[config.mk]
export PLATFORM = sky130hd
export DESIGN_NAME = rgbmf_back
export DESIGN_NICKNAME = d
export VERILOG_FILES = /design/src/rtl/rgbmf_pkg.sv /design/src/rtl/rgbmf_back.sv
export SDC_FILE = /design/constraint.sdc
export NUM_CORES = 2
export LEC_CHECK = 0
export ABC_AREA = 1
export ABC_CLOCK_PERIOD_IN_PS = 12500
export BUFFER_PORTS_ARGS = -buffer_cell sky130_fd_sc_hd__buf_4
export CAP_MARGIN = 20
export CELL_PAD_IN_SITES_DETAIL_PLACEMENT = 1
export CELL_PAD_IN_SITES_GLOBAL_PLACEMENT = 1
export CORE_ASPECT_RATIO = 1.5
export CORE_MARGIN = 3
export CORE_UTILIZATION = 40
export DETAILED_ROUTE_END_ITERATION = 10
export PLACE_DENSITY_LB_ADDON = 0.1
export SKIP_CTS_REPAIR_TIMING = 1
export SYNTH_ARGS = -nofsm -noshare
export SYNTH_HDL_FRONTEND = slang
export SYNTH_SLANG_ARGS = --single-unit
[constraint.sdc]
create_clock -name clk -period 12.5 [get_ports clk]
set_input_delay 1.875 -clock clk [delete_from_list [all_inputs] [get_ports clk]]
set_output_delay 1.875 -clock clk [all_outputs]
set_load 0.01 [all_outputs]
[src/rtl/rgbmf_pkg.sv]
`timescale 1ns / 1ps
`default_nettype none
// ----------------------------------------------------------------------------
// rgbmf_pkg
// Shared constants, types and small helper functions for the median filter.
// ----------------------------------------------------------------------------
package rgbmf_pkg;

  localparam int MAX_WIDTH  = 1024;
  localparam int ROW_LIMIT  = 1024;
  localparam int COL_W      = $clog2(MAX_WIDTH);
  localparam int ROW_W      = $clog2(ROW_LIMIT);
  localparam int DIM_W      = 11;
  localparam int PIX_W      = 8;
  localparam int RGB_W      = 3 * PIX_W;
  localparam int SPAN       = 3;
  localparam int SLOT_W     = 2;
  localparam int ADDR_W     = 3;
  localparam int DATA_W     = 32;
  localparam int DQ_DEPTH   = 4;
  localparam int OQ_DEPTH   = 8;
  // room needed in the result queue for everything in flight plus one issue
  localparam int CREDIT_MAX = OQ_DEPTH - 3;

  localparam int REG_SEL_BIT = 2;
  localparam logic REG_WIDTH  = 1'b0;
  localparam logic REG_HEIGHT = 1'b1;

  localparam logic [DIM_W-1:0] WIDTH_RESET  = DIM_W'(640);
  localparam logic [DIM_W-1:0] HEIGHT_RESET = DIM_W'(480);

  typedef logic [PIX_W-1:0] pix_t;
  typedef pix_t [2:0] trio_t;   // [0] min, [1] middle, [2] max; also [2] red .. [0] blue

  // run of results released by one pixel
  typedef struct packed {
    logic [COL_W-1:0]  x0;
    logic [COL_W-1:0]  x1;
    logic [ROW_W-1:0]  y0;
    logic [ROW_W-1:0]  y1;
    logic [SLOT_W-1:0] slot;  // line store slot of row y0
  } desc_t;

  function automatic logic [SLOT_W-1:0] slot_inc(input logic [SLOT_W-1:0] s);
    return (s == SLOT_W'(SPAN - 1)) ? '0 : s + 1'b1;
  endfunction

  function automatic logic [SLOT_W-1:0] slot_dec(input logic [SLOT_W-1:0] s);
    return (s == '0) ? SLOT_W'(SPAN - 1) : s - 1'b1;
  endfunction

  // effective size minus one: zero acts as one, large values saturate
  function automatic logic [COL_W-1:0] dim_m1(input logic [DIM_W-1:0] v,
                                              input logic [DIM_W-1:0] lim);
    logic [DIM_W-1:0] e;
    e = v;
    if (v == '0) e = DIM_W'(1);
    if (v > lim) e = lim;
    return COL_W'(e - 1'b1);
  endfunction

  function automatic pix_t min2(input pix_t a, input pix_t b);
    return (a < b) ? a : b;
  endfunction

  function automatic pix_t max2(input pix_t a, input pix_t b);
    return (a > b) ? a : b;
  endfunction

  function automatic pix_t med3(input pix_t a, input pix_t b, input pix_t c);
    return max2(min2(a, b), min2(max2(a, b), c));
  endfunction

  function automatic trio_t sort3(input pix_t a, input pix_t b, input pix_t c);
    trio_t s;
    s[0] = min2(min2(a, b), c);
    s[2] = max2(max2(a, b), c);
    s[1] = med3(a, b, c);
    return s;
  endfunction

endpackage
`default_nettype wire

[src/rtl/rgbmf_back.sv]
`timescale 1ns / 1ps
`default_nettype none
// ----------------------------------------------------------------------------
// rgbmf_back
// Walks release runs, reads window columns, sorts and queues the results.
// ----------------------------------------------------------------------------
module rgbmf_back import rgbmf_pkg::*; (
  input  wire logic                        clk,
  input  wire logic                        rst,
  input  wire logic                        q_empty,
  input  wire desc_t                       head,
  output logic                             q_pop,
  output logic                             active,
  input  wire logic [COL_W-1:0]            w_m1,
  input  wire logic [ROW_W-1:0]            h_m1,
  output logic      [COL_W-1:0]            raddr,
  input  wire logic [SPAN-1:0][RGB_W-1:0]  rdata,
  output logic                             out_valid,
  input  wire logic                        out_stall,
  output pix_t                             out_red,
  output pix_t                             out_green,
  output pix_t                             out_blue,
  output logic      [COL_W-1:0]            out_col,
  output logic      [ROW_W-1:0]            out_row,
  output logic                             last_of_run
);

  typedef struct packed {
    logic              valid;
    logic              fin;
    logic              last;
    logic [COL_W-1:0]  x;
    logic [ROW_W-1:0]  y;
    logic [SLOT_W-1:0] sm;
    logic [SLOT_W-1:0] sy;
    logic [SLOT_W-1:0] sp;
  } tag_t;

  typedef struct packed {
    pix_t             r;
    pix_t             g;
    pix_t             b;
    logic [COL_W-1:0] col;
    logic [ROW_W-1:0] row;
    logic             last;
  } res_t;

  localparam int OPW = $clog2(OQ_DEPTH);

  // run walker
  desc_t             cur;
  logic [COL_W-1:0]  cur_x;
  logic [ROW_W-1:0]  cur_y;
  logic [1:0]        k;
  logic [COL_W-1:0]  prev_x;
  logic [ROW_W-1:0]  prev_y;
  logic              prev_valid;

  desc_t             src;
  logic [COL_W-1:0]  sx;
  logic [ROW_W-1:0]  sy;
  logic [1:0]        sk;
  logic              have;
  logic              fast;
  logic              fin;
  logic              go;
  logic              last_job;
  logic [COL_W-1:0]  xl;
  logic [COL_W-1:0]  xr;
  logic              credit_ok;

  tag_t              t1;
  logic              t2_fin;
  logic              t2_last;
  logic [COL_W-1:0]  t2_x;
  logic [ROW_W-1:0]  t2_y;
  trio_t             win [3][3];   // [column][channel], columns sorted on arrival
  trio_t             pm;
  trio_t             pyv;
  trio_t             pp;
  trio_t             nsort [3];
  trio_t             med;

  res_t              oq [OQ_DEPTH];
  logic [OPW-1:0]    owp;
  logic [OPW-1:0]    orp;
  logic [OPW:0]      ocnt;
  logic              opop;
  res_t              ohead;

  assign have = active || !q_empty;
  assign src  = active ? cur : head;
  assign sx   = active ? cur_x : head.x0;
  assign sy   = active ? cur_y : head.y0;
  assign sk   = active ? k : 2'd0;

  // the next column in the same row only needs its right-hand column read
  assign fast = (sk == 2'd0) && prev_valid && (sy == prev_y) &&
                ({1'b0, sx} == {1'b0, prev_x} + 1'b1);
  assign fin       = fast || (sk == 2'd2);
  assign credit_ok = (ocnt <= (OPW+1)'(CREDIT_MAX));
  assign go        = have && credit_ok;
  assign q_pop     = go && !active;
  assign last_job  = (sx == src.x1) && (sy == src.y1);
  assign xl        = (sx == '0) ? '0 : sx - 1'b1;
  assign xr        = (sx == w_m1) ? sx : sx + 1'b1;

  always_comb begin
    raddr = xr;
    if (!fast) begin
      unique case (sk)
        2'd0:    raddr = xl;
        2'd1:    raddr = sx;
        default: raddr = xr;
      endcase
    end
  end

  always_ff @(posedge clk) begin
    if (rst) begin
      active     <= 1'b0;
      k          <= '0;
      prev_valid <= 1'b0;
    end else if (go) begin
      if (fin) begin
        k          <= '0;
        prev_valid <= 1'b1;
        prev_x     <= sx;
        prev_y     <= sy;
        active     <= !last_job;
        if (sx != src.x1) begin
          cur   <= src;
          cur_x <= sx + 1'b1;
          cur_y <= sy;
        end else begin
          cur   <= '{x0: src.x0, x1: src.x1, y0: src.y0, y1: src.y1,
                     slot: slot_inc(src.slot)};
          cur_x <= src.x0;
          cur_y <= sy + 1'b1;
        end
      end else begin
        cur    <= src;
        active <= 1'b1;
        k      <= sk + 1'b1;
        cur_x  <= sx;
        cur_y  <= sy;
      end
    end
  end

  // stage 1: tag travels alongside the line store read
  always_ff @(posedge clk) begin
    if (rst) begin
      t1.valid <= 1'b0;
    end else begin
      t1.valid <= go;
    end
    t1.fin  <= fin;
    t1.last <= last_job;
    t1.x    <= sx;
    t1.y    <= sy;
    t1.sy   <= src.slot;
    t1.sm   <= (sy == '0) ? src.slot : slot_dec(src.slot);
    t1.sp   <= (sy == h_m1) ? src.slot : slot_inc(src.slot);
  end

  // stage 2: pick the three rows, sort the column per channel, shift window
  assign pm  = trio_t'(rdata[t1.sm]);
  assign pyv = trio_t'(rdata[t1.sy]);
  assign pp  = trio_t'(rdata[t1.sp]);

  always_comb begin
    for (int ch = 0; ch < 3; ch++) begin
      nsort[ch] = sort3(pm[ch], pyv[ch], pp[ch]);
    end
  end

  always_ff @(posedge clk) begin
    if (t1.valid) begin
      for (int ch = 0; ch < 3; ch++) begin
        win[0][ch] <= win[1][ch];
        win[1][ch] <= win[2][ch];
        win[2][ch] <= nsort[ch];
      end
    end
    t2_last <= t1.last;
    t2_x    <= t1.x;
    t2_y    <= t1.y;
  end

  always_ff @(posedge clk) begin
    if (rst) begin
      t2_fin <= 1'b0;
    end else begin
      t2_fin <= t1.valid && t1.fin;
    end
  end

  // stage 3: median of nine from the sorted columns
  always_comb begin
    for (int ch = 0; ch < 3; ch++) begin
      med[ch] = med3(max2(max2(win[0][ch][0], win[1][ch][0]), win[2][ch][0]),
                     med3(win[0][ch][1], win[1][ch][1], win[2][ch][1]),
                     min2(min2(win[0][ch][2], win[1][ch][2]), win[2][ch][2]));
    end
  end

  // result queue
  assign ohead       = oq[orp];
  assign out_valid   = (ocnt != '0);
  assign opop        = out_valid && !out_stall;
  assign out_red     = ohead.r;
  assign out_green   = ohead.g;
  assign out_blue    = ohead.b;
  assign out_col     = ohead.col;
  assign out_row     = ohead.row;
  assign last_of_run = ohead.last;

  always_ff @(posedge clk) begin
    if (t2_fin) begin
      oq[owp] <= '{r: med[2], g: med[1], b: med[0], col: t2_x, row: t2_y, last: t2_last};
    end
  end

  always_ff @(posedge clk) begin
    if (rst) begin
      owp  <= '0;
      orp  <= '0;
      ocnt <= '0;
    end else begin
      if (t2_fin) owp <= owp + 1'b1;
      if (opop)   orp <= orp + 1'b1;
      ocnt <= ocnt + (OPW+1)'(t2_fin) - (OPW+1)'(opop);
    end
  end

endmodule
`default_nettype wire

* Word level (Yosys, flattened, before mapping)
Memories as Yosys holds them, arrays and structs flattened. A register that Yosys moved wholly into a read port is not among the register bits. Index checks and enable logic that the tools add are counted.
Cells by class: $add $sub $neg 11, multipliers 0, div/mod/pow operators 0, magnitude comparators 58, equality and inequality tests 10, shifts and indexed selects 0, muxes and demuxes 86, bitwise operators 1, reductions and logical operators 22
Operator list (count):
- 8-bit 2-to-1 mux | 54
- 8-bit greater-than comparator | 27
- 8-bit < comparator | 27
- 24-bit binary-select mux with 2-bit select | 3
- 10-bit 2-to-1 mux | 9
- 24-bit 2-to-1 mux | 3
- 10-bit == test | 5
- 42-bit 2-to-1 mux | 1
- 10-bit by 1-bit adder with 10-bit output, second input constant | 2
- 10-bit logical NOT | 2
- 10-bit one-hot mux with 2 select lines | 1
- 2-bit 2-to-1 mux | 8
- 10-bit by 1-bit adder with 11-bit output, second input constant | 1
- 10-bit by 11-bit == test with 1-bit output | 1
- 10-bit inequality test | 1
- 10-bit by 1-bit subtractor with 10-bit output, second input constant | 1
- 2-bit by 3-bit < comparator with 1-bit output, second input constant | 3
- 1-bit logical AND | 8
- 3-bit by 1-bit adder with 3-bit output, second input constant | 2
- 3-bit 2-to-1 mux | 2
- 1-bit 2-to-1 mux | 5
- 2-bit by 1-bit adder with 2-bit output, second input constant | 2
- 4-bit by 1-bit adder with 4-bit output | 1
- 2-bit == test, second input constant | 2
- 11 further kinds | 17
Storage, ports and cells: flip-flop bits (word level) 147, latch bits 0, bits in writable memories 576, ROM bits 0, bits of input ports 138, output and inout port bits 58, word-level logic and storage cells 217, memories kept 2
Memory list:
- oq | depth 8, bits a word 45, read ports 1, clocked after memory_dff 1, write ports 1, line rgbmf_back.sv:84 | res_t oq [OQ_DEPTH];
- win | depth 3, bits a word 72, read ports 3, clocked after memory_dff 0, write ports 3, line rgbmf_back.sv:77 | trio_t win [3][3];

* Logic depth before layout (Yosys ltp)
An unclocked memory read counts as a cell.
depth in word-level cells 13, mapped depth 68, mapped depth without buffers 66

* Worst setup path after synthesis
No wires, ideal clock.
path type flip-flop to flip-flop, start memory win[0][135] (netlist name), end memory oq[0][21] (netlist name) (data pin), library setup time 0.165 ns, arrival 8.666 ns, slack 3.669 ns, stages on the path, launching flop included 51, path buffers 3, period minus slack after synthesis 8.831 ns, cell sequence edfxtp_1 -> inv_1 -> ha_1 -> a21o_1 -> nor2_2 -> nand2_4 -> nand2_4 -> clkbuf_1 -> nand2_1 -> o21ai_0 -> ha_1 -> a21oi_1 -> nor2_1 -> a211oi_1 -> nand2_4 -> clkbuf_1 -> o21ai_0 -> ha_1 -> (+15 left out) -> o21ai_0 -> ha_1 -> a21oi_1 -> nor2_1 -> a211oi_2 -> nand2_4 -> nand2_2 -> nand2_1 -> ha_1 -> inv_1 -> nor2_1 -> nor2_1 -> o21ai_0 -> nand3_1 -> a21oi_1 -> clkinv_1 -> or2_2 -> nand2_1
RTL lines (line):
- start: declaration | rgbmf_back.sv:77
- end: declaration | rgbmf_back.sv:84

==> impl_results.md <==
* Outcome: complete, no violations
* Chip height at 398 µm
* Crit path capture type: register
* Crit. path cell count at slightly below 50
* FF+latch area at about 21000 µm²
* Layout net count at between 5000 and 6000
* Min cycle time layout at just over 10 ns
* Crit-path leading delay family: compound AO/OA/AOI/OAI gates
* # fillers at 11683
* Crit path buffers/inverters at 4
* Crit Path Class: reg -> reg
* Gpl congestion at just under 0.9
* Sequential share of the synthesized area at 50.8%
* Cell mode on critical path: nand2_1
* Total GRT Usage at 22.1%
* Die width at 267 µm
* Worst hold stages at 0
* Synth Area in Compound Gates at between 10% and 20%
* Synthesized flop and latch total at approximately 720
* Max Fclk at 0.0993 GHz
* CTS root buf: clkbuf_16
* Post-synthesis adder-cell area fraction at slightly above 10%
* Drt wl/cell at ~20 µm
* TritonCTS clock tree: yes
* Syn Nets at just under 5000
* Synth-to-Final Area Change at 13.5%
* RSZ-0062 raised after global routing: false
* Worst Tran Pin Value at around 1.0 ns
* Via count at ~32000
* Post-DP Area at around 44000 µm²
* Synthesis warning total at 0
* CP max FO at 18
* Residual DRC at 0
* Worst hold path type: reg -> reg
* Final Hold Viols at 0
* Worst Skew at approximately 0.036 ns
* DRT iter0 DRCs at between 1000 and 1500
* Number of flops mapped to enable cells by yosys at ~650
* 1st-pass router iterations at 5
* Final WL at around 120000 µm
* Synth Flop Type: edfxtp_1
* Starting Density at 40.4%
* Antenna violations before repair at 15
* FP Rows at 143
* CP peak stage delay at about 0.64 ns
* Post-synthesis simple-gate area fraction at around 17%
* Largest net degree at the start of global routing at 113
* Vias in the first global route at between 30000 and 40000
* Max transition margin at between 30% and 40%
* Multi-input gate area at roughly 18000 µm²
* H-tree depth at 3
* Slew Limit Fails at 0
* Syn Inst Count at 4487
* Worst reg-to-reg path cell count at 49
* Die area at approximately 110000 µm²
* Xor and xnor fraction of the mapped netlist area at 1.69%
* Mean area per synthesized cell at between 9 and 10 µm²
* First-pass GRT wire length at about 180000 µm
* CP max stage cell: a211oi_1
* Clock Path Buffers at 3
* Fin Setup TNS at 0 ns
* Largest family of logic cells by synthesized area: simple AND/OR/NAND/NOR gates
* Detail Route Antenna Nets at 0
* Asr flop ratio synth at 0%
* Distinct cells, synth at 50
* Post-synthesis mux area share at 0.217%
* Reg clk slew, reported paths at 0.06 ns
* Worst endpoint required time at approximately 13 ns
* Hpwl dp at between 80000 and 90000 µm
* Core Area at just over 100000 µm²
* Max-cap violations at 0
* Startpoint type of the worst setup path: register
* Setup violators final at 0
* Top Ports at approximately 200
* Area of the mapped netlist at slightly above 40000 µm²
* CP arrival at approximately 11 ns
* Final period utilization at slightly above 80%
* Count of buffers from port buffering at about 200
* Final Instance Area at around 46000 µm²
* Number of CTS-inserted buffers at about 70
* Layout cells sized above 1 at about 11%
* DR vias/cell at 5.34
* Clock Latency Late Sink at 0.65 ns
* Sink Count at about 700
* Global route overflow at 0
[layout make-up]
cell class,count,share of cell area [%]
well taps,1305,3.51
multi-input cells,3164,38.6
flip-flops and latches,716,44.8
clock buffers,83,4.03
clock inverters,46,1.31
repair buffers,246,4.02
inverters,451,3.65
diodes,9,0.0485
[layer usage]
metal  up-vias  GRT usage, %  part of all wire (%)
li1      15860             -                     -
met1     15752          28.1                    44
met2       426          39.7                    51
met4         0          6.18                   2.2
met5         -             0                     0
met3       116          2.14                   2.8
[cells in the mapped netlist, types with 31 or more instances]
cell      instances  area (µm²)
nand3_1         132         661
edfxtp_1        648       19500
dfxtp_1          68        1360
a21oi_1         227        1140
nand2_2          55         344
nor2_1          508        1910
inv_1           429        1610
xor2_1           57         499
nand4_1          31         194
nand2_1         835        3130
ha_1            328        4100
o21ai_0         602        3010
a22oi_1          46         345
clkbuf_1        131         492
a31oi_1          50         313
o22ai_1          53         332
[path summary, 6_finish.rpt]
check,end,slack (ns),from
min,t2_x[6],0.33,t1[22]
min reg2reg,t2_x[6],0.33,t1[22]
max,oq[4][21],2.43,win[0][129]
max reg2reg,oq[4][21],2.43,win[0][129]
[cell families (layout without fill, tap and decap cells)]
logic type / Yosys count / count (layout)
multiplexers: 8 / 8
adder cells (fa/ha/maj): 329 / 329
flip-flops: 716 / 716
AO/OA/AOI/OAI: 1089 / 1089
buffers and inverters: 607 / 826
XOR/XNOR: 79 / 79
AND/OR/NAND/NOR: 1659 / 1659
other: 0 / 9
[worst reg2reg max path, delay by kind of cell, from the launching register on]
kind	cells	cell delay [ns]
AO/OA/AOI/OAI	13	4.09
AND/OR/NAND/NOR	26	3.02
adder cells (fa/ha/maj)	6	1.80
buffers and inverters	4	0.59
flip-flops	1	0.40
[through the flow]
stage / util (%) / setup WS [ns] / cells / hold slack, ns
2_1_floorplan: - / 3.67 / 4487 / 0.310
3_3_place_gp: 43.2 / 2.78 / 5871 / 0.312
3_5_place_dp: 43.2 / 2.48 / 5871 / 0.313
4_1_cts: 45.7 / 2.41 / 6000 / 0.330
5_1_grt: 45.8 / 1.21 / 6018 / 0.339
6_report: 45.8 / 2.43 / 6020 / 0.330
[flip-flops by register name (all words and copies together), names as in the netlist, 4 cells and up, named ones only]
name    count
prev_y     10
cur_y      10
t2_x       10
t1         29
oq        360
cur_x      10
win       216
prev_x     10
ocnt        4
cur        32
t2_y       10
[cell usage in the layout, fill, tap and decap left out, drive strengths merged, types with 16 or more instances in the layout]
| cell type | count |
|---|---|
| xnor2 | 22 |
| nand4 | 31 |
| o21ai | 618 |
| dfxtp | 68 |
| edfxtp | 648 |
| nand2 | 912 |
| a22oi | 46 |
| xor2 | 57 |
| or2 | 26 |
| a211oi | 24 |
| ha | 328 |
| o22ai | 53 |
| clkinv | 33 |
| inv | 450 |
| clkbuf | 84 |
| o211ai | 25 |
| a21oi | 227 |
| nand3 | 134 |
| nor2 | 514 |
| nor3 | 16 |
| a31oi | 50 |
| buf | 245 |
Power is not shown: default switching activity piles up to over one toggle a cycle in this logic, so the estimate is an artifact.
