**src/rtl/rgbmf_pkg.sv**
```systemverilog
`timescale 1ns / 1ps
`default_nettype none
// ----------------------------------------------------------------------------
// rgbmf_pkg
// Shared constants, types and small helper functions for the median filter.
// ----------------------------------------------------------------------------
package rgbmf_pkg;

  localparam int MAX_WIDTH  = 1024;
  localparam int ROW_LIMIT  = 1024;
  localparam int COL_W      = $clog2(MAX_WIDTH);
  localparam int ROW_W      = $clog2(ROW_LIMIT);
  localparam int DIM_W      = 11;
  localparam int PIX_W      = 8;
  localparam int RGB_W      = 3 * PIX_W;
  localparam int SPAN       = 3;
  localparam int SLOT_W     = 2;
  localparam int ADDR_W     = 3;
  localparam int DATA_W     = 32;
  localparam int DQ_DEPTH   = 4;
  localparam int OQ_DEPTH   = 8;
  // room needed in the result queue for everything in flight plus one issue
  localparam int CREDIT_MAX = OQ_DEPTH - 3;

  localparam int REG_SEL_BIT = 2;
  localparam logic REG_WIDTH  = 1'b0;
  localparam logic REG_HEIGHT = 1'b1;

  localparam logic [DIM_W-1:0] WIDTH_RESET  = DIM_W'(640);
  localparam logic [DIM_W-1:0] HEIGHT_RESET = DIM_W'(480);

  typedef logic [PIX_W-1:0] pix_t;
  typedef pix_t [2:0] trio_t;   // [0] min, [1] middle, [2] max; also [2] red .. [0] blue

  // run of results released by one pixel
  typedef struct packed {
    logic [COL_W-1:0]  x0;
    logic [COL_W-1:0]  x1;
    logic [ROW_W-1:0]  y0;
    logic [ROW_W-1:0]  y1;
    logic [SLOT_W-1:0] slot;  // line store slot of row y0
  } desc_t;

  function automatic logic [SLOT_W-1:0] slot_inc(input logic [SLOT_W-1:0] s);
    return (s == SLOT_W'(SPAN - 1)) ? '0 : s + 1'b1;
  endfunction

  function automatic logic [SLOT_W-1:0] slot_dec(input logic [SLOT_W-1:0] s);
    return (s == '0) ? SLOT_W'(SPAN - 1) : s - 1'b1;
  endfunction

  // effective size minus one: zero acts as one, large values saturate
  function automatic logic [COL_W-1:0] dim_m1(input logic [DIM_W-1:0] v,
                                              input logic [DIM_W-1:0] lim);
    logic [DIM_W-1:0] e;
    e = v;
    if (v == '0) e = DIM_W'(1);
    if (v > lim) e = lim;
    return COL_W'(e - 1'b1);
  endfunction

  function automatic pix_t min2(input pix_t a, input pix_t b);
    return (a < b) ? a : b;
  endfunction

  function automatic pix_t max2(input pix_t a, input pix_t b);
    return (a > b) ? a : b;
  endfunction

  function automatic pix_t med3(input pix_t a, input pix_t b, input pix_t c);
    return max2(min2(a, b), min2(max2(a, b), c));
  endfunction

  function automatic trio_t sort3(input pix_t a, input pix_t b, input pix_t c);
    trio_t s;
    s[0] = min2(min2(a, b), c);
    s[2] = max2(max2(a, b), c);
    s[1] = med3(a, b, c);
    return s;
  endfunction

endpackage
`default_nettype wire

```
**src/rtl/rgbmf_queue.sv**
```systemverilog
`timescale 1ns / 1ps
`default_nettype none
// ----------------------------------------------------------------------------
// rgbmf_queue
// Short FIFO of release runs between the front and back ends.
// ----------------------------------------------------------------------------
module rgbmf_queue import rgbmf_pkg::*; (
  input  wire logic  clk,
  input  wire logic  rst,
  input  wire logic  push,
  input  wire desc_t push_desc,
  input  wire logic  pop,
  output desc_t      head,
  output logic       full,
  output logic       empty
);

  localparam int PW = $clog2(DQ_DEPTH);

  desc_t       mem [DQ_DEPTH];
  logic [PW-1:0] wp;
  logic [PW-1:0] rp;
  logic [PW:0]   cnt;

  assign head  = mem[rp];
  assign full  = (cnt == (PW+1)'(DQ_DEPTH));
  assign empty = (cnt == '0);

  always_ff @(posedge clk) begin
    if (push) begin
      mem[wp] <= push_desc;
    end
  end

  always_ff @(posedge clk) begin
    if (rst) begin
      wp  <= '0;
      rp  <= '0;
      cnt <= '0;
    end else begin
      if (push) wp <= wp + 1'b1;
      if (pop)  rp <= rp + 1'b1;
      cnt <= cnt + (PW+1)'(push) - (PW+1)'(pop);
    end
  end

endmodule
`default_nettype wire

```
**config.mk**
```make
export PLATFORM = sky130hd
export DESIGN_NAME = rgbmf_queue
export DESIGN_NICKNAME = d
export VERILOG_FILES = /design/src/rtl/rgbmf_pkg.sv /design/src/rtl/rgbmf_queue.sv
export SDC_FILE = /design/constraint.sdc
export NUM_CORES = 1
export LEC_CHECK = 0
export BUFFER_PORTS_ARGS = -buffer_cell sky130_fd_sc_hd__buf_2
export CAP_MARGIN = 30
export CORE_MARGIN = 5
export CORE_UTILIZATION = 30
export DETAILED_ROUTE_END_ITERATION = 16
export PLACE_DENSITY_LB_ADDON = 0.25
export SYNTH_ARGS = -nofsm -noshare
export SYNTH_HDL_FRONTEND = slang
export SYNTH_SLANG_ARGS = --single-unit
```
**constraint.sdc**
```tcl
create_clock -name clk -period 2.65 [get_ports clk]
set_input_delay 0.1325 -clock clk [delete_from_list [all_inputs] [get_ports clk]]
set_output_delay 0.1325 -clock clk [all_outputs]
set_load 0.03 [all_outputs]
```
======== Word-level counts from Yosys, hierarchy flattened ========
Memories as Yosys holds them, arrays and structs flattened. A register that Yosys moved wholly into a read port is not among the register bits.
Index checks and enable logic that the tools add are counted.
storage, ports and cells
  register bits after elaboration ......... 7
  memory bits (writable) .................. 168
  bits of input ports ..................... 46
  output and inout port bits .............. 44
  memories ................................ 1
operators by class
  $add $sub $neg .......................... 4
  equal/unequal tests ..................... 1
  muxes and demuxes ....................... 4
  reduce and logical (&&, ||, !) cells .... 1
memories
  name  depth  width  rd ports  clocked after Yosys merged registers in  wr ports  line               text
  mem   4      42     1         1                                        1         rgbmf_queue.sv:20  desc_t mem [DQ_DEPTH];
operators with widths
  operator                                                       number
  2-bit by 1-bit adder with 2-bit output, second input constant  2
  2-bit two-way mux                                              2
  3-bit by 1-bit adder with 3-bit output                         1
  3-bit equality test, second input constant                     1
  3-bit logical NOT                                              1
  3-bit by 1-bit subtractor with 3-bit output                    1
  1-bit two-way mux                                              2

======== Longest topological paths before layout ========
Gate-level depths: netlist (run 1).
  depth after elaboration ................. 3
  gate-level depth with buffers ........... 7

======== Least setup slack after synthesis (run 1) ========
OpenSTA, ideal clock, no wires.
  path type ............................... reg-to-reg
  start ................................... reg wp[0]
  end ..................................... mem mem[2][0] in the netlist's numbering (enable)
  setup time .............................. 0.403 ns
  data arrival time ....................... 1.555 ns
  required time ........................... 2.247 ns
  setup slack ............................. 0.691 ns
  cell stages (with the launch flop) ...... 4
  path buffers ............................ 0
  clock period less this slack ............ 1.959 ns
  path through ............................ dfxtp_1 > inv_1 > ha_1 > and2_1
RTL lines
  what                    line               text
  from (decl)             rgbmf_queue.sv:21  logic [PW-1:0] wp;
  from (signal assigned)  rgbmf_queue.sv:41  if (push) wp <= wp + 1'b1;
  to (decl)               rgbmf_queue.sv:20
Straight into the memory's write port.

==> results, run 1 <==
- The area growth from synthesis to final layout is 27.0%.
- The register clock-pin slew on the reported worst setup and hold paths is 0.07 ns.
- Summed over all layers, the routed wires come to 12,500 um.
- The highest net fanout along the worst path is 19.
- Entering global routing, the biggest net connects 28 pins.
- The peak supply drop is 0.000381 V.
- The post-synthesis instance area is 0.00655 mm^2.
- After synthesis, the most frequently instantiated cells are sky130_fd_sc_hd__edfxtp_1 (168), sky130_fd_sc_hd__mux4_2 (40), sky130_fd_sc_hd__dfxtp_1 (9).
- The floorplan die height is 158 um.
- The Yosys step of the flow raised 0 warnings.
- Summed over all cells, the static leakage comes to 2.84 nW.
- In the routed layout, each cell is associated on average with a via count of 4.39.
- The clock sink count is 177.
- The classification of the worst-slack hold path is input pin to flip-flop.
- The reg-to-reg setup timing slack is 0.88 ns.
- The part of the cycle the worst path needs is 0.841.
- Timing analysis after detailed placement gives a worst setup slack of 0.776 ns.
- In the final routed layout, each cell accounts on average for 17.7 um.
- The global-route wire length before repair is 19,300 um.
- The data required time of the worst path is 2.52 ns.
- The part of the Yosys area used for sequential elements is 0.797.
- The number of fill cells is 1,967.
- The number of synthesized register bits is 177.
- Power spread over the standard cell area amounts to 763 mW/mm^2.
- The critical path in this run is classified as flip-flop to output pin.
- The kind of start point of the critical path is a flip-flop.
- Across all hold checks on the routed design, the worst slack comes to 0.0329 ns.
- The number of antenna repair diodes is 0.
- The cell at the root of the clock tree is sky130_fd_sc_hd__clkbuf_16.
- Among all flip-flop cells after synthesis, the most frequent one is sky130_fd_sc_hd__edfxtp_1.
- The run finished with clean final reports.
- Setup repair after global routing left no endpoint under its margin.
- The final count of pins violating max slew came to 0.
- The startpoint of the lowest-slack register-to-register path is cnt[0].
- The internal power is 4.76 mW.
- For this configuration, the core starts out at a cell density of 0.302.
- For met1 alone, demand over resource in global routing was 0.131.
- The worst setup slack after layout is 0.421 ns.
- The number of buffers added to fix hold violations after cts is 43.
- Buffers added to address setup during post-CTS repair amount to 0.
- The number of buffers inserted during clock tree synthesis is 17.
- The number of unique standard cell types used by synthesis is 22.
- The count of endpoints failing setup in the final report is 0.
- Summing all multi-input logic gate instances after layout gives 0.00119 mm^2.
- The share of total power dissipated in combinational logic is 0.129.
- The final antenna-violating net count is 0.
- The row count is 54.
- The number of endpoints with negative hold slack in the final report is 0.
- The HPWL after detailed placement is 7920 um.
- The cell taking the most area after synthesis is sky130_fd_sc_hd__edfxtp_1.
- The CTS tree is done.
- In the global route stage, met3 resource usage came out at 0.0410.
- For this run, the post-layout net count is 466.
- The sequential standard cell area is 0.00523 mm^2.
- For this design the total switching power over the nets is 1.58 mW.
- The worst path arrival time is 2.10 ns.
- No sink is reached through more buffers than the 2 on the longest clock path.
- After detailed placement, the design holds a cell count of 631.
- The total iterations of the first detailed-routing run is 4.
- The launch instance of the worst min-delay path is pop.
- The total global routing track utilization is 0.106.
- The nature of the critical path endpoint is an output pin.
- The area of the core is 0.0217 mm^2.
- The finished layout holds 706 standard cells, fillers aside.
- After detailed routing, the number of remaining DRC violations is 0.
- The H-tree depth is 4.
- The average cell area after synthesis is 25.0 um^2.
- Power comes to 6.35 mW.
- The hold path depth is 3.
- Of the total power, the share spent switching nets is 0.249.
- The total of buffers placed on input and output ports is 89.
- The number of antenna violations at the first check in global routing was 1.
- The worst reg-to-reg path cell count is 7.
- The async set or reset register ratio after synthesis is 0.
- The clock share of power is 0.355.
- The most common cell in the netlist is sky130_fd_sc_hd__edfxtp_1.
- The fraction of post-synthesis cell area in the top cell type by area is 0.770.
- The share of post-route cells with drive strength above 1 is 0.413.
- The worst-case headroom to the max-slew limit is 0.629.
- The overflow left after global routing is 0.
- The critical register-to-register path endpoint is cnt[2].
- Max-cap violations in this run came to 0.
- In this run the most used layer during global routing was met2.
- The via total after detailed routing is 3,099.
- Sorting the synthesized cells by area gives the leading types as sky130_fd_sc_hd__edfxtp_1 (77%), sky130_fd_sc_hd__mux4_2 (14%), sky130_fd_sc_hd__dfxtp_1 (2.7%).
- The I/O pin total is 90.
- For met2 alone, demand over resource in global routing was 0.174.
- The violation count after the first detailed-route iteration is 151.
- The proportion of power drawn by flip-flops and latches is 0.516.
- The instance count of the mapped netlist is 262.
- The weighted congestion reported at the end of routability-driven placement is 0.660.
- The routed design could run at a clock period as short as 2.23 ns.
- The clock arrives with 0.0111 ns of skew.
- The die area is 0.0249 mm^2.
- The clock reaches the later pin of the worst-skew pair after 0.42 ns.
- The setup TNS is 0 ns.
- The total nets after synthesis is 315.
- The number of enable-type register cells in the synthesized netlist is 168.
- Measured along the x axis, the die boundary spans 158 um.
- At the pin with the least slew margin, the transition time is 0.556 ns.
- Post-CTS repair changed the size of 0 cells.
- The maximum clock frequency is 0.449 GHz.
- The number of global-route vias before repair was 3,394.
==> stage by stage <==
stage	utilization	area, um^2
final	0.384	8320
after detailed placement	0.339	7360
after floorplan	-	6550
after global routing	0.384	8320
after CTS	0.384	8320
after global placement	0.339	7360
==> cell usage in the layout, fill, tap and decap left out, types with 2 or more instances in the layout <==
cell type	instances
sky130_fd_sc_hd__buf_4	7
sky130_fd_sc_hd__clkinv_2	3
sky130_fd_sc_hd__xnor2_1	2
sky130_fd_sc_hd__inv_6	3
sky130_fd_sc_hd__clkbuf_16	17
sky130_fd_sc_hd__nor2b_1	2
sky130_fd_sc_hd__dlygate4sd3_1	43
sky130_fd_sc_hd__clkinvlp_4	2
sky130_fd_sc_hd__clkinv_1	2
sky130_fd_sc_hd__clkinv_4	4
sky130_fd_sc_hd__buf_2	89
sky130_fd_sc_hd__dfxtp_1	7
sky130_fd_sc_hd__nor2_1	5
sky130_fd_sc_hd__and2_2	4
sky130_fd_sc_hd__inv_1	6
sky130_fd_sc_hd__ha_1	6
sky130_fd_sc_hd__mux4_1	2
sky130_fd_sc_hd__buf_12	3
sky130_fd_sc_hd__mux4_2	40
sky130_fd_sc_hd__edfxtp_1	168
==> sequential cells by signal, summed over array words and instances, names as in the netlist, named ones only <==
| register | flops |
|---|---|
| cnt | 3 |
| mem | 168 |
| rp | 2 |
| wp | 2 |
==> kinds of logic (layout without fill, tap and decap cells) <==
kind of cell               Yosys count  after routing  share of synthesized area
muxes                               43             43                      0.147
xor gates and xnor gates             3              3                    0.00630
buffers and inverters               16            180                     0.0210
adders and majority gates            7              7                     0.0145
and+or+nand+nor                     14             14                     0.0115
DFF                                177            177                      0.797
AOI/OAI and AO/OA                    2              2                    0.00229
==> area by class of cell <==
class	instances	share of cell area
inverter	6	0.00271
timing repair buffer	142	0.119
multi-input combinational	69	0.144
clock inverter	15	0.0132
sequential	177	0.628
clock buffer	17	0.0511
tap	280	0.0421
==> worst max-delay path, stage by stage (launching register included) <==
cell and delay, ns:
sky130_fd_sc_hd__dfxtp_4 0.62, sky130_fd_sc_hd__buf_4 0.32, sky130_fd_sc_hd__mux4_2 0.54, sky130_fd_sc_hd__buf_2 0.20
==> power by group through the flow <==
stage | combinational [mW] | sequential [mW] | clock (mW)
floorplan | 0.574 | 3.30 | 0
global placement | 0.781 | 3.33 | 0
detailed placement | 0.791 | 3.34 | 0
CTS | 0.844 | 3.28 | 2.33
global route | 0.884 | 3.29 | 2.45
finish | 0.819 | 3.28 | 2.25
==> how the worst max path moves through the flow <==
stage                      endpoint  cells past startpoint
final                       head[2]                      3
after global routing        head[2]                      3
after CTS                   head[2]                      3
after detailed placement   head[10]                      3
after global placement      head[0]                      3
after floorplan           mem[2][0]                      3
==> metal layers <==
layer | up-vias | part of all wire
met5 | - | 0.0010
met4 | 2 | 0.011
met3 | 14 | 0.052
met2 | 70 | 0.51
met1 | 1609 | 0.43
li1 | 1404 | -
(Power assumes the default switching activity.)
==> run 2: changes to the inputs <==
==> constraint.sdc (replaced) <==
create_clock -name clk -period 2.2 [get_ports clk]
set_input_delay 0.11 -clock clk [delete_from_list [all_inputs] [get_ports clk]]
set_output_delay 0.11 -clock clk [all_outputs]
set_load 0.03 [all_outputs]
==> run 2 against run 1 <==
- flip-flop and latch count did not move
- final area rose by 1.2%
- largest cell class unchanged
- worst setup slack got worse by 0.21 ns
- hold slack improved by 0.035 ns
- die area did not move
- clock power rose by 31%
- cell count rose by 0.57%
- sequential power rose by 19%
- register-to-register slack got worse by 0.46 ns
- global-route usage rose by 0.092 points
- total power rose by 24%
==> results, run 2 (synthesis results as in run 1) <==
- The number of endpoints with negative hold slack in the final report came to 0 (unchanged).
- The startpoint of the lowest-slack register-to-register path is cnt[0].
- The largest individual stage delay along the critical path comes from the cell sky130_fd_sc_hd__mux4_2.
- The total leakage power was 2.89 nW (+1.6%).
- The post-route non-filler standard cell count came to 710 (+0.57%).
- The violation count after the first detailed-route iteration is 177 (+17%).
- The pin count of the biggest net entering global routing is 30 (+7.1%).
- The clock sink count was 177 (unchanged).
- The worst path arrival time was 1.88 ns (-0.22 ns).
- The worst setup path is launched from a flip-flop.
- The count of endpoints failing setup in the final report came to 0 (unchanged).
- The run finished with clean final reports.
- The worst setup slack after layout is 0.212 ns (-0.209 ns).
- The final count of pins violating max slew came to 0 (unchanged).
- The row count came to 54 (unchanged).
- The number of flip-flops in the largest register is 168 (unchanged).
- The worst reg-to-reg path cell count is 7 (unchanged).
- The weighted congestion reported at the end of routability-driven placement is 0.668 (+1.2%).
- The number of antenna violations at the first check in global routing was 1 (unchanged).
- The classification of the worst-slack hold path is input pin to flip-flop.
- On the critical path the largest part of the delay comes from multiplexers.
- The reg-to-reg setup timing slack is 0.42 ns (-0.46 ns).
- The number of buffers added to fix hold violations after cts is 44 (+2.3%).
- The nature of the critical path endpoint is an output pin.
- The power per standard cell area is 937 mW/mm^2 (+23%).
- TritonCTS built the clock tree.
- The number of cells upsized or downsized after cts is 0 (unchanged).
- The number of antenna repair diodes is 0 (unchanged).
- The worst-case headroom to the max-slew limit was 0.697 (+0.0679).
- Dividing the final minimum period by the clock period gives 0.904.
- The I/O pin total was 90 (unchanged).
- The number of buffers inserted during clock tree synthesis is 17 (unchanged).
- The post-CTS setup buffer count is 0 (unchanged).
- The worst-case setup slack after placement came to 0.426 ns (-0.350 ns).
- The average routed wire per standard cell is 17.4 um (-1.9%).
- The setup TNS is 0 ns (unchanged).
- The kind of critical path is flip-flop to output pin.
- The longest individual stage delay on the worst path is 0.58 ns (-0.04 ns).
- The critical register-to-register path endpoint is cnt[2].
- The worst hold margin came to 0.0675 ns (+0.0347 ns).
- The register clock-pin slew on the reported worst setup and hold paths is 0.06 ns (about the same).
- The H-tree depth is 4 (unchanged).
- The area of the core is 0.0217 mm^2 (unchanged).
- The remaining design rule violation count is 0 (unchanged).
- The total iterations of the first detailed-routing run is 4 (unchanged).
- The total global routing track utilization is 0.107 (+0.000916).
- The share of post-route cells with drive strength above 1 is 0.419 (+0.00546).
- The root buffer cell chosen for the clock tree is sky130_fd_sc_hd__clkbuf_16.
- The most frequent standard cell in the layout excluding fill and tap cells is sky130_fd_sc_hd__edfxtp_1.
- Traced cell by cell, the critical path runs through buf_4 > mux4_2 > buf_2.
- The starting utilization of the core area is 0.302 (unchanged).
- The floorplan die height is 158 um (unchanged).
- The slew at the pin closest to its max-slew limit was 0.455 ns (-0.102 ns).
- The library cells used most frequently in the layout, excluding fill and tap cells, are sky130_fd_sc_hd__edfxtp_1 (168), sky130_fd_sc_hd__buf_2 (89), sky130_fd_sc_hd__dlygate4sd3_1 (44).
- The highest net fanout along the worst path is 16 (-3).
- The largest clock skew in the final design is 0.00663 ns (-0.00443 ns).
- The die outline width is 158 um (unchanged).
- The total routed wirelength is 12,300 um (-1.3%).
- The worst path needs 1.99 ns of the cycle, external delays included.
- The maximum clock frequency is 0.503 GHz.
- The overflow left after global routing was 0 (unchanged).
- mem holds more flip-flops than any other register.
- The final antenna-violating net count came to 0 (unchanged).
- The max-capacitance violation count is 0 (unchanged).
- In this run the most critical hold path is launched from push.
- The peak supply drop is 0.000510 V (+34%).
- The placed cell count was 634 (+0.48%).
- The data required time of the worst path is 2.09 ns (-0.43 ns).
- The hold path depth was 3 (unchanged).
- The via total after detailed routing came to 3,072 (-0.87%).
- The total of buffers placed on input and output ports is 89 (unchanged).
- The number of buffers and inverters on the critical path is 2 (unchanged).
- The number of global-route vias before repair was 3,431 (+1.1%).
- The detailed placement HPWL is 7800 um (-1.5%).
- The vias per cell came to 4.33 (-1.4%).
- The die area is 0.0249 mm^2 (unchanged).
- In the final layout, the registers with the most flip-flops are mem x168, cnt x3.
- Compared with the post-synthesis result, the final layout area differs by 28.6%.
- For hold timing, the worst endpoint is wp[0].
- Setup repair after global routing left no endpoint under its margin.
- The worst-skew pair later-pin latency is 0.42 ns (about the same).
- The global-route wire length before repair is 19,400 um (+0.29%).
- The worst-case clock buffer depth is 2 (unchanged).
- The layout net count was 470 (+0.86%).
==> run 2: cell types whose count changed in the layout (fill, tap and decap cells not counted), sizes merged <==
| cell | delta |
|---|---|
| clkinv | -5 |
| buf | +3 |
| bufinv | +2 |
| inv | +2 |
| clkinvlp | +1 |
| dlygate4sd3 | +1 |
==> run 2: through the flow <==
stage,util,power [mW],area [um^2]
after floorplan,-,4.67,6550
after global placement,0.341,4.96,7400
after detailed placement,0.341,4.99,7400
after CTS,0.388,8.04,8430
after global routing,0.388,8.27,8430
final,0.388,7.89,8430
==> run 2: worst max-delay path by stage <==
stage                         start        end  cells after the start
after floorplan               wp[0]  mem[2][0]                      3
after global placement       cnt[0]     cnt[2]                      7
after detailed placement     cnt[0]     cnt[2]                      7
after CTS                 flip-flop   head[20]                      3
after global routing      flip-flop   head[20]                      3
final                     flip-flop   head[20]                      3
==> run 2: area by class of cell <==
type,instances,area (um^2)
well taps,280,350
flip-flops and latches,177,5230
clock buffers,17,425
clock inverters,15,156
inverters,6,22.5
fillers,1973,13300
multi-input cells,69,1190
repair buffers,146,1050
==> run 2: report_power, final <==
part           leakage [nW]  switching [mW]  internal, mW
registers              1.62          0.0460          3.87
clock network         0.280            1.27          1.69
logic                 0.990           0.602         0.427
total                  2.89            1.91          5.98
==> run 2: worst register-to-register path: stages (launching register included) <==
cell	delay (ns)
sky130_fd_sc_hd__dfxtp_1	0.34
sky130_fd_sc_hd__inv_1	0.06
sky130_fd_sc_hd__ha_1	0.27
sky130_fd_sc_hd__inv_1	0.04
sky130_fd_sc_hd__ha_1	0.18
sky130_fd_sc_hd__fa_1	0.37
sky130_fd_sc_hd__xor3_1	0.38
sky130_fd_sc_hd__nor2_1	0.04
==> run 2: metal layers <==
metal | vias up | routed length [um] | global-route usage
met2 | 69 | 6170 | 0.176
met1 | 1582 | 5420 | 0.134
met4 | 2 | 142 | 0.0369
met5 | - | 11 | 0
li1 | 1405 | - | -
met3 | 14 | 600 | 0.0355
